[src/hw/rtl/pps_pkg.sv]
`default_nettype none

package pps_pkg;

  // debounce thresholds
  localparam logic [3:0] POWER_SET_COUNT   = 4'd10;
  localparam logic [3:0] POWER_CLEAR_COUNT = 4'd5;
  localparam logic [2:0] HEAT_COUNT        = 3'd5;
  localparam logic signed [8:0] HEAT_HYSTERESIS = 9'sd10;

  localparam int unsigned CFG_ADDR_W = 4;
  localparam int unsigned CFG_DATA_W = 32;

  typedef enum logic [1:0] {
    REG_MIN_SUPPLY = 2'd0,
    REG_MAX_SUPPLY = 2'd1,
    REG_TEMP_LIMIT = 2'd2
  } reg_idx_t;

  typedef enum logic [1:0] {
    SUPPLY_OK    = 2'd0,
    SUPPLY_OVER  = 2'd1,
    SUPPLY_UNDER = 2'd2
  } supply_status_t;

  typedef struct packed {
    logic [11:0]        min_supply;
    logic [11:0]        max_supply;
    logic signed [7:0]  temp_limit;
  } cfg_regs_t;

  // packed from msb down, so supply_volts sits in the low bits
  typedef struct packed {
    logic               system_closing;
    logic               discharge_allowed;
    logic               port_on;
    logic               port_active;
    logic signed [7:0]  port_temp;
    logic [11:0]        supply_volts;
  } sample_t;

  typedef struct packed {
    supply_status_t     supply_status;
    logic               off_request;
    logic               fault_changed;
    logic               heat_fault;
    logic               power_fault;
  } result_t;

endpackage

`default_nettype wire

[src/hw/rtl/port_protection_supervisor.sv]
// port protection supervisor
// in_*  : one check sample per word; in_tdata holds supply_volts, port_temp,
//         port_active, port_on, discharge_allowed, system_closing
// out_* : one result word per sample, in order; out_tdata holds power_fault,
//         heat_fault, fault_changed, off_request, supply_status
// cfg_* : register port for min_supply (0x0), max_supply (0x4) and
//         temp_limit (0x8); write only while no sample is in flight
// latency: a sample taken at one edge is registered, checked against the
//          debounce state at the next edge and shown on out_tvalid from then,
//          two cycles in all
// throughput: one sample per cycle; the debounce state updates in the same
//          cycle a sample moves into the output register, so the next sample
//          sees it at once
// stall: while out_tready is low the result holds and one more sample can
//        wait in the input register; in_tready drops only when both are full
// reset: rst_n (synchronous, active low) empties both registers, clears the
//        debounce counters and fault flags and loads the register defaults
`default_nettype none

module port_protection_supervisor (
  input  wire logic                           clk,
  input  wire logic                           rst_n,
  input  wire logic                           in_tvalid,
  output logic                                in_tready,
  // supply_volts[11:0], port_temp[19:12], port_active[20], port_on[21],
  // discharge_allowed[22], system_closing[23]
  input  wire logic [23:0]                    in_tdata,
  output logic                                out_tvalid,
  input  wire logic                           out_tready,
  // power_fault[0], heat_fault[1], fault_changed[2], off_request[3],
  // supply_status[5:4], zeros[7:6]
  output logic [7:0]                          out_tdata,
  input  wire logic                           cfg_psel,
  input  wire logic                           cfg_penable,
  input  wire logic                           cfg_pwrite,
  input  wire logic [pps_pkg::CFG_ADDR_W-1:0] cfg_paddr,
  input  wire logic [pps_pkg::CFG_DATA_W-1:0] cfg_pwdata,
  output logic      [pps_pkg::CFG_DATA_W-1:0] cfg_prdata,
  output logic                                cfg_pready
);
  import pps_pkg::*;

  cfg_regs_t cfg_regs;
  sample_t   smp_r;
  logic      smp_valid_r, smp_valid_nxt;
  result_t   res;
  result_t   res_r;
  logic      res_valid_r, res_valid_nxt;
  logic      step;
  logic      in_fire;

  pps_cfg u_cfg (
    .clk         (clk),
    .rst_n       (rst_n),
    .cfg_psel    (cfg_psel),
    .cfg_penable (cfg_penable),
    .cfg_pwrite  (cfg_pwrite),
    .cfg_paddr   (cfg_paddr),
    .cfg_pwdata  (cfg_pwdata),
    .cfg_prdata  (cfg_prdata),
    .cfg_pready  (cfg_pready),
    .cfg_regs    (cfg_regs)
  );

  pps_check u_check (
    .clk    (clk),
    .rst_n  (rst_n),
    .step   (step),
    .sample (smp_r),
    .cfg    (cfg_regs),
    .result (res)
  );

  // sample moves to the output register when that is empty or being drained
  assign step      = smp_valid_r && (!res_valid_r || out_tready);
  assign in_tready = !smp_valid_r || step;
  assign in_fire   = in_tvalid && in_tready;

  assign smp_valid_nxt = in_fire || (smp_valid_r && !step);
  assign res_valid_nxt = step || (res_valid_r && !out_tready);

  assign out_tvalid = res_valid_r;
  assign out_tdata  = {2'b00, res_r};

  always_ff @(posedge clk) begin
    if (!rst_n) begin
      smp_valid_r <= 1'b0;
      res_valid_r <= 1'b0;
    end else begin
      smp_valid_r <= smp_valid_nxt;
      res_valid_r <= res_valid_nxt;
    end
  end

  always_ff @(posedge clk) begin
    if (in_fire) begin
      smp_r <= sample_t'(in_tdata);
    end
    if (step) begin
      res_r <= res;
    end
  end

endmodule

`default_nettype wire

[src/hw/rtl/pps_cfg.sv]
`default_nettype none

module pps_cfg (
  input  wire logic                             clk,
  input  wire logic                             rst_n,
  input  wire logic                             cfg_psel,
  input  wire logic                             cfg_penable,
  input  wire logic                             cfg_pwrite,
  input  wire logic [pps_pkg::CFG_ADDR_W-1:0]   cfg_paddr,
  input  wire logic [pps_pkg::CFG_DATA_W-1:0]   cfg_pwdata,
  output logic      [pps_pkg::CFG_DATA_W-1:0]   cfg_prdata,
  output logic                                  cfg_pready,
  output pps_pkg::cfg_regs_t                    cfg_regs
);
  import pps_pkg::*;

  cfg_regs_t regs_r;
  cfg_regs_t regs_nxt;
  logic      wr_en;
  reg_idx_t  idx;

  assign cfg_pready = 1'b1;
  assign wr_en      = cfg_psel && cfg_penable && cfg_pwrite && cfg_pready;
  assign idx        = reg_idx_t'(cfg_paddr[3:2]);
  assign cfg_regs   = regs_r;

  always_comb begin
    regs_nxt = regs_r;
    if (wr_en) begin
      case (idx)
        REG_MIN_SUPPLY: regs_nxt.min_supply = cfg_pwdata[11:0];
        REG_MAX_SUPPLY: regs_nxt.max_supply = cfg_pwdata[11:0];
        REG_TEMP_LIMIT: regs_nxt.temp_limit = cfg_pwdata[7:0];
        default: regs_nxt = regs_r;
      endcase
    end
  end

  always_comb begin
    case (idx)
      REG_MIN_SUPPLY: cfg_prdata = {20'd0, regs_r.min_supply};
      REG_MAX_SUPPLY: cfg_prdata = {20'd0, regs_r.max_supply};
      REG_TEMP_LIMIT: cfg_prdata = {24'd0, regs_r.temp_limit};
      default:        cfg_prdata = '0;
    endcase
  end

  always_ff @(posedge clk) begin
    if (!rst_n) begin
      regs_r.min_supply <= 12'd45;
      regs_r.max_supply <= 12'd250;
      regs_r.temp_limit <= 8'sd60;
    end else begin
      regs_r <= regs_nxt;
    end
  end

endmodule

`default_nettype wire

[src/hw/rtl/pps_check.sv]
`default_nettype none

module pps_check (
  input  wire logic          clk,
  input  wire logic          rst_n,
  input  wire logic          step,
  input  pps_pkg::sample_t   sample,
  input  pps_pkg::cfg_regs_t cfg,
  output pps_pkg::result_t   result
);
  import pps_pkg::*;

  logic [3:0] power_count_r, power_count_nxt;
  logic [2:0] heat_count_r, heat_count_nxt;
  logic       power_flag_r, power_flag_nxt;
  logic       heat_flag_r, heat_flag_nxt;

  supply_status_t   status;
  logic             bad;
  logic [3:0]       power_inc;
  logic [3:0]       power_need;
  logic [2:0]       heat_inc;
  logic signed [8:0] temp_x;
  logic signed [8:0] limit_x;
  logic signed [8:0] low_level;
  logic             hot;
  logic             cool;

  always_comb begin
    if (sample.supply_volts >= cfg.min_supply && sample.supply_volts <= cfg.max_supply) begin
      status = SUPPLY_OK;
    end else if (sample.supply_volts > cfg.max_supply) begin
      status = SUPPLY_OVER;
    end else begin
      status = SUPPLY_UNDER;
    end
  end

  assign bad        = (status != SUPPLY_OK);
  assign power_inc  = power_count_r + 4'd1;
  assign power_need = power_flag_r ? POWER_CLEAR_COUNT : POWER_SET_COUNT;
  assign heat_inc   = heat_count_r + 3'd1;
  assign temp_x     = {sample.port_temp[7], sample.port_temp};
  assign limit_x    = {cfg.temp_limit[7], cfg.temp_limit};
  assign low_level  = limit_x - HEAT_HYSTERESIS;
  assign hot        = temp_x > limit_x;
  assign cool       = temp_x < low_level;

  always_comb begin
    power_count_nxt = power_count_r;
    power_flag_nxt  = power_flag_r;
    heat_count_nxt  = heat_count_r;
    heat_flag_nxt   = heat_flag_r;
    if (sample.port_active) begin
      if (bad != power_flag_r) begin
        if (power_inc >= power_need) begin
          power_count_nxt = 4'd0;
          power_flag_nxt  = bad;
        end else begin
          power_count_nxt = power_inc;
        end
      end else begin
        power_count_nxt = 4'd0;
      end

      // between the two levels the heat count holds
      if (hot || cool) begin
        if (hot != heat_flag_r) begin
          if (heat_inc >= HEAT_COUNT) begin
            heat_count_nxt = 3'd0;
            heat_flag_nxt  = hot;
          end else begin
            heat_count_nxt = heat_inc;
          end
        end else begin
          heat_count_nxt = 3'd0;
        end
      end
    end
  end

  always_comb begin
    result.power_fault   = power_flag_nxt;
    result.heat_fault    = heat_flag_nxt;
    result.fault_changed = (power_flag_nxt != power_flag_r) || (heat_flag_nxt != heat_flag_r);
    result.off_request   = sample.port_on && (!sample.discharge_allowed || sample.system_closing);
    result.supply_status = status;
  end

  always_ff @(posedge clk) begin
    if (!rst_n) begin
      power_count_r <= 4'd0;
      heat_count_r  <= 3'd0;
      power_flag_r  <= 1'b0;
      heat_flag_r   <= 1'b0;
    end else if (step) begin
      power_count_r <= power_count_nxt;
      heat_count_r  <= heat_count_nxt;
      power_flag_r  <= power_flag_nxt;
      heat_flag_r   <= heat_flag_nxt;
    end
  end

endmodule

`default_nettype wire
[config.mk]
export PLATFORM = sky130hd
export DESIGN_NAME = port_protection_supervisor
export DESIGN_NICKNAME = d
export VERILOG_FILES = /design/src/hw/rtl/pps_pkg.sv /design/src/hw/rtl/port_protection_supervisor.sv /design/src/hw/rtl/pps_cfg.sv /design/src/hw/rtl/pps_check.sv
export SDC_FILE = /design/constraint.sdc
export NUM_CORES = 1
export LEC_CHECK = 0
export BUFFER_PORTS_ARGS = -buffer_cell sky130_fd_sc_hd__buf_2
export CAP_MARGIN = 15
export CORE_ASPECT_RATIO = 1.25
export CORE_MARGIN = 2
export CORE_UTILIZATION = 45
export DETAILED_ROUTE_END_ITERATION = 8
export PLACE_DENSITY = 0.7
export SLEW_MARGIN = 20
export SYNTH_ARGS = -nofsm -noshare
export SYNTH_HDL_FRONTEND = slang
export SYNTH_SLANG_ARGS = --single-unit
export TNS_END_PERCENT = 10
[constraint.sdc]
create_clock -name clk -period 2.8 [get_ports clk]
set_clock_uncertainty 0.05 [all_clocks]
set_input_delay 0.56 -clock clk [delete_from_list [all_inputs] [get_ports clk]]
set_output_delay 0.56 -clock clk [all_outputs]
set_load 0.05 [all_outputs]
==> flow_summary.json <==
{
  "ys.flop_type": "dfxtp_1",
  "htree_levels": 3,
  "criticalPathCategory": "reg -> reg",
  "drt_iter0_drc": 114,
  "final_nets": 641,
  "yosysWarnings": 0,
  "route.detailed.drc": 0,
  "chipWidth_um": 90.90,
  "grt_max_degree": 26,
  "final.period_utilization": 0.9453,
  "grt_pass1_wl_mm": 15.49,
  "antenna_found_initial": 0,
  "die_h_um": 112.6,
  "design_area_um2": 4907,
  "startpoint": "u_cfg.cfg_regs[1]$_SDFFE_PN0P_",
  "slew_viol_final": 0,
  "ir_worst_vdd_mv": 0.3426,
  "max_freq_mhz": 377.8,
  "busiest_layer": "met2",
  "route.vias.total": 3376,
  "rsz0062_at_grt": "no",
  "core-area_um2": 9174,
  "clk_path_buf_depth": 2,
  "overflow": 0,
  "synth.distinct_cells": 51,
  "tns_ns": 0,
  "dp_hpwl_mm": 7.206,
  "initial_core_util": 0.4630,
  "crit_chain": "inv_1, ha_1, nor2_1, nor4_2, xnor2_1, ha_1, nand4_1, o22ai_2, and4bb_1, or2_4, a22o_1",
  "pwr-share-comb": 0.139,
  "ys_ff_latch": 73,
  "synth_edf_count": 30,
  "required_ns": 2.84,
  "area_growth_syn_to_layout_pct": 15.52,
  "place_area_um2": 4623,
  "crit_fanout": 5,
  "cts_root_buf": "clkbuf_16",
  "hp-class": "in -> reg",
  "min_from": "in_tdata[6]",
  "p_int_mw": 1.906,
  "clkTransAtPathRegs_ns": 0.06,
  "synthArstFlopShare": 0,
  "p_leak_nw": 2.204,
  "drt.antenna.violating_nets": 0,
  "status": "finished clean",
  "viasPerCell": 5.162,
  "ys_seq_area_frac": 0.4147,
  "met2_usage": 0.3428,
  "slew_headroom": 0.5461,
  "critPathMaxStageDelay_ns": 0.36,
  "wl_per_cell_um": 14.33,
  "place_congestion": 0.8283,
  "crit_path_end_kind": "flop",
  "cp_slowest_cell": "dfxtp_2",
  "setup.worst_path.start_class": "flop",
  "critical_path.most_common_cell": "ha_1",
  "yosysTopAreaCell": "edfxtp_1",
  "layout_commonest_cell": "nand2_1",
  "mostFrequentLayoutCells": "nand2_1, buf_2, ha_1",
  "numClockSinks": 73,
  "syn_area_um2": 4248,
  "seq_power_share": 0.449,
  "finalHoldViolations": 0,
  "grtUsageMet1": 0.2159,
  "core.rowCount": 39,
  "p_clk_frac": 0.412,
  "avgSynthCellArea_um2": 9.234,
  "drt_pass1_iterations": 4,
  "rr_startpoint": "u_cfg.cfg_regs[1]$_SDFFE_PN0P_",
  "cts_tree": "yes",
  "routed_wl_mm": 9.371,
  "finalCriticalPeriod_ns": 2.647,
  "ios": 110,
  "path_delay_family": "simple AND/OR/NAND/NOR gates",
  "synth_top_area_frac": 0.2121,
  "critPathArrivalTime_ns": 2.69,
  "synth.area.top_cells": "edfxtp_1, dfxtp_1, ha_1, nand2_1, a21oi_1",
  "use_met3": 0.03826,
  "layout-drive-gt1-share": 0.1770,
  "io_buffers": 64,
  "numCtsBuffers": 9,
  "powerDensity_nw_per_um2": 531.4,
  "netlist_instances": 460,
  "n_antenna_cell": 0,
  "cts_hold_buffers": 0,
  "worst_pin_slew_ns": 0.6809,
  "reg2reg_setup_slack_ns": 0.15,
  "clock_latency_ns": 0.34,
  "setup_viol": 0,
  "switching_share": 0.2690,
  "grt_use_total": 0.1916,
  "maxCapViolations": 0,
  "grt_pass1_vias": 3358,
  "dieArea_um2": 10240,
  "p_sw_mw": 0.7014,
  "cp_num_buf_inv": 1
}
[final timing paths]
check	endpoint	depth (start not counted)
hold / removal	smp_r[6]$_DFFE_PP_	1
hold reg to reg	u_cfg.cfg_regs[18]$_SDFFE_PN0P_	2
setup / recovery	out_tdata[2]$_DFFE_PP_	11
setup reg to reg	out_tdata[2]$_DFFE_PP_	11
[cells in the mapped netlist (all sizes together), types with 2 or more instances]
cell type,number
clkbuf,12
o22ai,2
dfxtp,43
buf,24
conb,2
a31oi,2
nor4b,2
nor4,2
or3,2
nand3,7
nor3,2
a32o,4
o21ai,17
and2,4
inv,42
mux2i,14
o21a,4
ha,48
nand2,72
o21ba,2
nor3b,2
o211ai,13
nand4,8
a21o,8
nor2,21
a21oi,35
or2,4
xnor2,5
nand2b,5
nor2b,10
edfxtp,30
[layer usage]
| layer | share of wire | vias up |
|---|---|---|
| met2 | 0.51 | 115 |
| li1 | - | 1690 |
| met4 | 0.032 | 0 |
| met3 | 0.057 | 22 |
| met1 | 0.40 | 1549 |
| met5 | 0 | - |
[cell families (layout without fill, tap and decap cells)]
| kind of cell | count (synthesis) | count (layout) | synth area share |
|---|---|---|---|
| XOR/XNOR | 6 | 6 | 0.01414 |
| adder cells (fa/ha/maj) | 48 | 48 | 0.1414 |
| other | 2 | 23 | 0.001768 |
| flip-flops | 73 | 73 | 0.4147 |
| AO/OA/AOI/OAI | 96 | 96 | 0.1479 |
| AND/OR/NAND/NOR | 143 | 143 | 0.1576 |
| multiplexers | 14 | 14 | 0.03299 |
| buffers and inverters | 78 | 128 | 0.08954 |
[final cells by class]
cell class | count | area (µm²)
Sequential cell | 73 | 1763
Multi-Input combinational cell | 330 | 2191
Timing Repair Buffer | 70 | 365.4
Fill cell | 862 | 4267
Clock buffer | 13 | 261.5
Clock inverter | 3 | 15.01
Inverter | 42 | 157.7
Tap cell | 123 | 153.9
[flip-flops by register name (all words and copies together), names as in the netlist]
register	flops
out_tdata	6
u_check.heat_flag_r	1
u_check.power_flag_r	1
smp_valid_r	1
smp_r	24
u_cfg.cfg_regs	32
out_tvalid	1
u_check.power_count_r	4
u_check.heat_count_r	3
[what timing repair did]
action,4_1_cts,5_1_grt
setup endpoints to repair,0,1
setup buffers,0,0
gates resized for setup,0,3
[power groups by stage]
stage	registers, mW	clock network, mW	logic (mW)
2_1_floorplan	1.20	0	0.275
3_3_place_gp	1.19	0	0.352
3_5_place_dp	1.19	0	0.361
4_1_cts	1.17	1.09	0.363
5_1_grt	1.17	1.13	0.397
6_report	1.17	1.08	0.362
[stage by stage]
step	hold slack [ns]	utilization	instances	power [mW]	worst slack, ns
after CTS	0.3369	0.5341	654	2.625	0.1193
after floorplan	0.3901	-	481	1.475	-0.1313
after global routing	0.3414	0.5349	654	2.704	0.003456
final	0.3433	0.5349	654	2.608	0.1533
after detailed placement	0.4170	0.5040	638	1.553	0.1304
after global placement	0.4049	0.5040	638	1.542	0.1846
Power figures use the tool's default switching activity.
